**src/rtl/ord_pkg.sv**
```systemverilog
package ord_pkg;

  localparam int DATA_W = 32;

  localparam logic [1:0] REQ_PUSH_FRONT = 2'd0;
  localparam logic [1:0] REQ_PUSH_BACK  = 2'd1;
  localparam logic [1:0] REQ_POP        = 2'd2;
  localparam logic [1:0] REQ_PEEK       = 2'd3;

  localparam logic [1:0] ST_OK    = 2'd0;
  localparam logic [1:0] ST_EMPTY = 2'd1;
  localparam logic [1:0] ST_FULL  = 2'd2;

  // command broadcast to every cell of the row
  typedef struct packed {
    logic push_front;
    logic push_back;
    logic pop;
  } ord_cmd_t;

endpackage

```
**src/rtl/output_restricted_deque.sv**
```systemverilog
// result: registered, shown in the cycle after its item is accepted
// throughput: one item per cycle unless a result waits untaken; the cell row updates all entries at once
//   and the front cell alone decides pop, peek and the result value
// reset: synchronous, clears every cell's valid bit and the result valid bit,
//   leaving the queue empty; cell data and result fields are not cleared
module output_restricted_deque
  import ord_pkg::*;
#(
  parameter int DEPTH = 16
) (
  input  logic              clk,
  input  logic              rst_n,
  input  logic              in_valid,
  output logic              in_ready,
  input  logic [1:0]        in_req_type,
  input  logic [DATA_W-1:0] in_push_value,
  output logic              out_valid,
  input  logic              out_ready,
  output logic [DATA_W-1:0] out_value,
  output logic [1:0]        out_status,
  output logic              out_is_empty,
  output logic              out_is_full
);

  logic              cell_valid [DEPTH];
  logic [DATA_W-1:0] cell_data  [DEPTH];

  ord_cmd_t cmd;
  logic     accept;
  logic     is_push;
  logic     is_pop;
  logic     is_look;
  logic     push_ok;
  logic     pop_ok;
  logic     look_ok;

  logic              out_valid_r;
  logic              out_valid_nxt;
  logic [DATA_W-1:0] value_r;
  logic [DATA_W-1:0] value_nxt;
  logic [1:0]        status_r;
  logic [1:0]        status_nxt;
  logic              empty_r;
  logic              empty_nxt;
  logic              full_r;
  logic              full_nxt;

  assign in_ready = !out_valid_r || out_ready;
  assign accept   = in_valid && in_ready;

  assign is_push = (in_req_type == REQ_PUSH_FRONT) || (in_req_type == REQ_PUSH_BACK);
  assign is_pop  = (in_req_type == REQ_POP);
  assign is_look = is_pop || (in_req_type == REQ_PEEK);

  assign push_ok = is_push && !cell_valid[DEPTH-1];
  assign look_ok = is_look && cell_valid[0];
  assign pop_ok  = is_pop && cell_valid[0];

  assign cmd.push_front = accept && push_ok && (in_req_type == REQ_PUSH_FRONT);
  assign cmd.push_back  = accept && push_ok && (in_req_type == REQ_PUSH_BACK);
  assign cmd.pop        = accept && pop_ok;

  for (genvar i = 0; i < DEPTH; i++) begin : g_cell
    logic              lv;
    logic [DATA_W-1:0] ld;
    logic              rv;
    logic [DATA_W-1:0] rd;

    if (i == 0) begin : g_first
      // the front cell sees a full neighbor carrying the new item
      assign lv = 1'b1;
      assign ld = in_push_value;
    end else begin : g_mid
      assign lv = cell_valid[i-1];
      assign ld = cell_data[i-1];
    end

    if (i == DEPTH - 1) begin : g_last
      assign rv = 1'b0;
      assign rd = '0;
    end else begin : g_inner
      assign rv = cell_valid[i+1];
      assign rd = cell_data[i+1];
    end

    ord_cell u_cell (
      .clk         (clk),
      .rst_n       (rst_n),
      .cmd         (cmd),
      .push_value  (in_push_value),
      .left_valid  (lv),
      .left_data   (ld),
      .right_valid (rv),
      .right_data  (rd),
      .valid_o     (cell_valid[i]),
      .data_o      (cell_data[i])
    );
  end

  always_comb begin
    value_nxt  = '0;
    status_nxt = ST_OK;
    if (is_push && !push_ok) begin
      status_nxt = ST_FULL;
    end else if (is_look && !look_ok) begin
      status_nxt = ST_EMPTY;
    end
    if (look_ok) begin
      value_nxt = cell_data[0];
    end
    // flags as they stand once this item has been applied
    priority if (push_ok) begin
      empty_nxt = 1'b0;
      full_nxt  = cell_valid[DEPTH-2];
    end else if (pop_ok) begin
      empty_nxt = !cell_valid[1];
      full_nxt  = 1'b0;
    end else begin
      empty_nxt = !cell_valid[0];
      full_nxt  = cell_valid[DEPTH-1];
    end
  end

  assign out_valid_nxt = accept ? 1'b1 : (out_valid_r && !out_ready);

  always_ff @(posedge clk) begin
    if (!rst_n) begin
      out_valid_r <= 1'b0;
    end else begin
      out_valid_r <= out_valid_nxt;
    end
  end

  always_ff @(posedge clk) begin
    if (accept) begin
      value_r  <= value_nxt;
      status_r <= status_nxt;
      empty_r  <= empty_nxt;
      full_r   <= full_nxt;
    end
  end

  assign out_valid    = out_valid_r;
  assign out_value    = value_r;
  assign out_status   = status_r;
  assign out_is_empty = empty_r;
  assign out_is_full  = full_r;

endmodule

```
**src/rtl/ord_cell.sv**
```systemverilog
module ord_cell
  import ord_pkg::*;
(
  input  logic              clk,
  input  logic              rst_n,
  input  ord_cmd_t          cmd,
  input  logic [DATA_W-1:0] push_value,
  input  logic              left_valid,
  input  logic [DATA_W-1:0] left_data,
  input  logic              right_valid,
  input  logic [DATA_W-1:0] right_data,
  output logic              valid_o,
  output logic [DATA_W-1:0] data_o
);

  logic              valid_r;
  logic              valid_nxt;
  logic [DATA_W-1:0] data_r;
  logic [DATA_W-1:0] data_nxt;

  always_comb begin
    valid_nxt = valid_r;
    data_nxt  = data_r;
    priority if (cmd.push_front) begin
      // whole row moves one place toward the back
      valid_nxt = left_valid;
      data_nxt  = left_data;
    end else if (cmd.push_back) begin
      // first free cell takes the item
      if (!valid_r && left_valid) begin
        valid_nxt = 1'b1;
        data_nxt  = push_value;
      end
    end else if (cmd.pop) begin
      valid_nxt = right_valid;
      data_nxt  = right_data;
    end else begin
      // no command, cell holds
      valid_nxt = valid_r;
      data_nxt  = data_r;
    end
  end

  always_ff @(posedge clk) begin
    if (!rst_n) begin
      valid_r <= 1'b0;
    end else begin
      valid_r <= valid_nxt;
    end
  end

  always_ff @(posedge clk) begin
    data_r <= data_nxt;
  end

  assign valid_o = valid_r;
  assign data_o  = data_r;

endmodule

```
**config.mk**
```make
export PLATFORM = sky130hd
export DESIGN_NAME = output_restricted_deque
export DESIGN_NICKNAME = d
export VERILOG_FILES = /design/src/rtl/ord_pkg.sv /design/src/rtl/output_restricted_deque.sv /design/src/rtl/ord_cell.sv
export SDC_FILE = /design/constraint.sdc
export NUM_CORES = 1
export LEC_CHECK = 0
export BUFFER_PORTS_ARGS = -buffer_cell sky130_fd_sc_hd__buf_2
export CAP_MARGIN = 20
export CORE_MARGIN = 5
export CORE_UTILIZATION = 30
export CTS_BUF_LIST = sky130_fd_sc_hd__clkbuf_4
export DETAILED_ROUTE_END_ITERATION = 8
export PLACE_DENSITY = 0.5
export SYNTH_ARGS = -nofsm -noshare
export SYNTH_HDL_FRONTEND = slang
export SYNTH_SLANG_ARGS = --single-unit
```
**constraint.sdc**
```tcl
create_clock -name clk -period 4.28 [get_ports clk]
set_clock_uncertainty 0.05 [all_clocks]
set_input_delay 0.428 -clock clk [delete_from_list [all_inputs] [get_ports clk]]
set_output_delay 0.428 -clock clk [all_outputs]
set_load 0.03 [all_outputs]
```
* Word-level counts from Yosys, hierarchy flattened
Cells that the tools add are included.
Storage, ports and cells: input port bits 38, register bits 565, logic and storage cells 255, output and inout port bits 38
Cells by class: reductions and logical operators 67, equal/unequal tests 19, mux-type cells 132
Operators with widths (number):
- $mux 32 | 64
- $mux 1 | 68
- $ne 3x1->1 const B | 15
- $reduce_and 2->1 | 16
- $logic_and 1x1->1 | 26
- $logic_not 1->1 | 20
- $eq 2x2->1 const B | 2
- $logic_or 1x1->1 | 3
- $ne 3x3->1 const B | 1
- $reduce_bool 3->1 | 1
- $eq 2x1->1 const B | 1
- $logic_not 2->1 | 1

* Depth between registers and ports, before layout
depth in word-level cells 7, depth in mapped cells 10

* Hierarchy
From an unflattened synthesis, not the netlist that was laid out.
Second synthesis, totals: cells, all modules 2432, area, all modules 29074.1 um^2
By module, submodules not included:
- ord_cell | cells each 146, sequential area each 980.9 um^2, instances 16, area each 1724.2 um^2
- output_restricted_deque | cells each 96, sequential area each 1101.1 um^2, instances 1, area each 1487.7 um^2

* Worst setup path before layout
Ideal clock, no wire load.
kind register to register, start reg out_valid_r (netlist: out_valid), end reg g_cell[11].u_cell.data_r[0], enable pin, cell stages (with the launch flop) 9, buffers on the path 3, arrival time 3.031 ns, slack 0.767 ns, library setup time 0.432 ns, data required time 3.798 ns, clock period less this slack 3.513 ns, cell sequence dfxtp_1 > nor2b_1 > buf_4 > inv_2 > nand3_4 > buf_4 > nor2_2 > buf_2 > a21oi_1
Between the ends: cells in the longest elaborated chain, start to end 7
Ends and longest elaborated chain:
- start, declared | line output_restricted_deque.sv:37 | logic out_valid_r;
- start signal, assigned | line output_restricted_deque.sv:130 | out_valid_r <= out_valid_nxt;
- $logic_not 1->1 (*) | line output_restricted_deque.sv:48 | assign in_ready = !out_valid_r || out_ready;
- $logic_or 1x1->1 (*) | line output_restricted_deque.sv:48
- net in_ready | line output_restricted_deque.sv:14 | output logic in_ready,
- $logic_and 1x1->1 (*) | line output_restricted_deque.sv:49 | assign accept = in_valid && in_ready;
- $logic_and 1x1->1 | line output_restricted_deque.sv:59, output_restricted_deque.sv:60
- $logic_and 1x1->1, on equally long branches | line output_restricted_deque.sv:60, output_restricted_deque.sv:59
- $ne 3x1->1 (no line) / $reduce_bool 3->1 (equally long branches)
- $reduce_and 2->1 (no line) (*)
- end signal, assigned | line ord_cell.sv:53 | data_r <= data_nxt;
- end, declared | line ord_cell.sv:18 | logic [DATA_W-1:0] data_r;
The timed path passes the listed nets; every way through them passes the cells marked *. A chain may end at the register's enable or synchronous reset.

* Worst setup path in the final report
start reg out_valid_r (netlist: out_valid), end reg g_cell[12].u_cell.data_r[6], data pin
Between the ends: cells in the longest elaborated chain, start to end 7
Ends and longest elaborated chain:
- $logic_not 1->1 (*) | line output_restricted_deque.sv:48
- $logic_or 1x1->1 (*) | line output_restricted_deque.sv:48
- $logic_and 1x1->1 (*) | line output_restricted_deque.sv:49
- $logic_and 1x1->1 (*) | line output_restricted_deque.sv:59, output_restricted_deque.sv:60
- $logic_and 1x1->1 | line output_restricted_deque.sv:60 | assign cmd.push_back = accept && push_ok && (in_req_type == REQ_PUSH_BACK);
- $mux 32 | line ord_cell.sv:28 | end else if (cmd.push_back) begin
- $mux 32 (*) | line ord_cell.sv:24 | priority if (cmd.push_front) begin
- net g_cell[12].u_cell.data_nxt[6] | line ord_cell.sv:19 | logic [DATA_W-1:0] data_nxt;
- end signal, assigned | line ord_cell.sv:53
- end, declared | line ord_cell.sv:18
Marked as above.

==> metrics.yaml <==
status: "complete, no violations"
hpwlAfterDp_um: 37950
max_slew.worst_pin.slew_ps: 970.6
insertion_delay_ps: 950
crit_fanout: 137
synthDominantCellAreaShare: 0.6364
io-pin-count: 76
layout.area.seq_mm2: 0.01680
fin_ws_ps: 1328
via_count: 18990
drc_errors: 0
cts.htree.levels: 4
chipWidth_um: 303.6
worst-endpoint-required_ps: 4870
ys_seq_area_frac: 0.6495
global_route_wire_length_before_repair_um: 97580
multi_input_comb_area_mm2: 0.008050
wire_per_inst_um: 16.00
cts_root_buf: "clkbuf_4"
postSynthRegisterBits: 565
floorplan.die_area_mm2: 0.09217
dpl_worst_slack_ps: 1190
cpPeakStageDelay_ps: 640
drt-total-wl_um: 60770
async_reset_ff_frac: 0
f_max_mhz: 338.8
final_power_uw: 12500
synth-main-ff-cell: "edfxtp_1"
timing.final.crit_share: 0.6897
cts_made_buffers: 149
endpoint_kind: "flop"
r2r_setup_slack_ps: 1330
syn_inst: 2497
count_of_fill_cells_added_during_filler_insertion: 8904
cts_max_path_buffers: 3
avgSynthCellArea_um2: 10.36
clk_pin_slew_worst_paths_ps: 70
antenna_found_initial: 2
hold_viol_final: 0
drt_pre_antenna_iters: 6
layoutNonFillerInstCount: 3797
maxCapViolCount: 0
floorplan.initialDensity: 0.3027
min_period_ps: 2952
critical_path.most_common_cell: "buf_12"
residual_overflow_from_global_routing: 0
min-delay-path-class: "input pin to flop"
detail-route-antenna-nets: 0
slew_violations: 0
cp-start-kind: "flop"
power.density_cell_area_mw_per_mm2: 426.8
clock_tree_from_tritoncts: "built"
cts.sink_count: 565
worst_ir_drop_vdd_uv: 215.8
fp.dieH_um: 303.6
syn-cell-area_mm2: 0.02586
setup_viol_count_final: 0
floorplan_core_area_mm2: 0.08541
grt_pass1_vias: 19810
critical_path_cell_by_cell: "nor2b_1 -> inv_2 -> nand3_4 -> buf_12 -> buf_12 -> o21ai_1"
hold_path_depth: 4
area_growth_syn_to_layout_pct: 13.23
min-delay-start: "in_push_value[25]"
track_usage: 0.1277
ys_types: 39
critical-path-top-delay-family: "buffers and inverters"
synth-edff-count: 548
critPathSlowestCell: "nor2b_1"
path_class: "flop to flop"
crit-reg2reg-launch: "out_valid"
syn-num-nets: 2535
rr_endpoint: "g_cell[12].u_cell.data_o[6]"
r2r.worst_path.cells: 6
dp_cells: 3502
port_buffers: 75
power.leakage_uw: 0.01058
timing.setup.tns_ps: 0
synth_warnings: 0
nNetsFinal: 2589
rsz0062_at_grt: "no"
max-slew-margin-rel: 0.3514
drt-vias-per-instance: 5.000
synth_largest_area_cell: "edfxtp_1"
drive_gt1_frac: 0.1412
pin_count_of_the_biggest_net_entering_global_routing: 210
worst-endpoint-arrival_ps: 3540
gp_congestion: 0.7547
drt_first_iter_violations: 1188
synth.top_cells.by_area: "edfxtp_1 (64%), a21oi_1 (9.8%), nand2_1 (8.2%), o21ai_1 (7.9%), clkbuf_1 (2.5%)"
fp-row-count: 107
timing.hold.worst_endpoint: "g_cell[0].u_cell.data_o[25]"
timing.critical_path.buf_inv: 3
state kept, by name (all words and copies together), names as in the netlist:
register and flops:
g_cell.u_cell.data_o 512, g_cell.u_cell.valid_o 16, out_value 32, out_status 2, out_valid 1, out_is_full 1
out_is_empty 1
worst max-delay path by stage:
stage | startpoint | endpoint | slack [ps] | depth (start not counted)
finish | out_valid | g_cell[12].u_cell.data_o[6] | 1330 | 6
global route | out_valid | g_cell[12].u_cell.data_o[6] | 1140 | 6
global placement | in_req_type[1] | g_cell[13].u_cell.data_o[11] | 1210 | 6
floorplan | out_valid | g_cell[11].u_cell.data_o[0] | 770 | 8
detailed placement | out_ready | g_cell[12].u_cell.data_o[11] | 1190 | 7
CTS | out_valid | g_cell[13].u_cell.data_o[7] | 1350 | 6
cells by family (layout without fill, tap and decap cells):
group	Yosys count	count (layout)	share of synthesized area
buffers and inverters	258	410	0.04689
other	0	4	0
AND/OR/NAND/NOR	691	691	0.1100
AO/OA/AOI/OAI	983	983	0.1935
flip-flops	565	565	0.6495
stage by stage:
stage / utilization / instance area (um^2) / hold slack (ps)
final: 0.3428 / 29280 / 258.9
after global routing: 0.3428 / 29280 / 189.7
after CTS: 0.3421 / 29220 / 129.0
after detailed placement: 0.3165 / 27030 / 467.9
after global placement: 0.3165 / 27030 / 460.9
after floorplan: - / 25860 / 446.3
cells in the mapped netlist (2+ instances only):
| library cell | number |
|---|---|
| nand2_1 | 562 |
| edfxtp_1 | 548 |
| a21oi_1 | 504 |
| o21ai_1 | 406 |
| clkbuf_1 | 172 |
| o21ai_0 | 51 |
| buf_4 | 47 |
| nor2_1 | 37 |
| and2_1 | 32 |
| and3_1 | 32 |
| buf_2 | 18 |
| dfxtp_1 | 17 |
| inv_1 | 11 |
| nand2b_1 | 9 |
| buf_6 | 6 |
| a311oi_1 | 5 |
| nor3_1 | 5 |
| o221ai_1 | 5 |
| nor2b_1 | 4 |
| o2111ai_1 | 4 |
| buf_1 | 3 |
| nor2_2 | 2 |
report_power, final:
group	internal (uW)	switching (uW)	total, uW
sequential	6500	160	6660
combinational	387	860	1250
clock	2380	2210	4590
layer usage:
layer,GRT usage,up-vias,share of wire
met5,0,-,0
li1,-,9140,-
met2,0.2223,312,0.51
met4,0.04920,0,0.022
met1,0.1546,9422,0.43
met3,0.02882,112,0.033
cell type report:
type | count | share of cell area
sequential | 565 | 0.5736
clock buffer | 226 | 0.05794
clock inverter | 23 | 0.003162
inverter | 12 | 0.001795
multi-input combinational | 1674 | 0.2749
tap | 1144 | 0.04888
timing repair buffer | 149 | 0.03931
antenna | 4 | 0.0003419
worst register-to-register path: stages, from the launching register on:
cell	delay (ps)
dfxtp_1	320
nor2b_1	640
inv_2	140
nand3_4	310
buf_12	410
buf_12	560
o21ai_1	230
timing repair:
item | CTS | global route
buffers inserted | 0 | 0
resized for setup | 0 | 0
hold buffers | 40 | 0
hold endpoints to repair | 57 | 0
layout by cell type (no fill, tap or decap), types with 2 or more instances in the layout:
cell type	count
buf_12	8
buf_4	25
nand2_1	562
inv_1	10
diode_2	4
a21oi_1	488
nor2b_1	4
dfxtp_1	17
nand2b_1	9
edfxtp_1	548
o2111ai_1	4
clkinv_1	10
o221ai_1	5
a21oi_4	16
nor2_4	3
o21ai_1	406
clkbuf_4	226
nor2_1	35
and2_1	32
clkinv_2	2
buf_2	75
nor3_1	5
o21ai_0	51
a311oi_1	5
inv_2	11
and3_1	32
dlygate4sd3_1	40
Note: power is estimated with default switching activity, not from simulation.
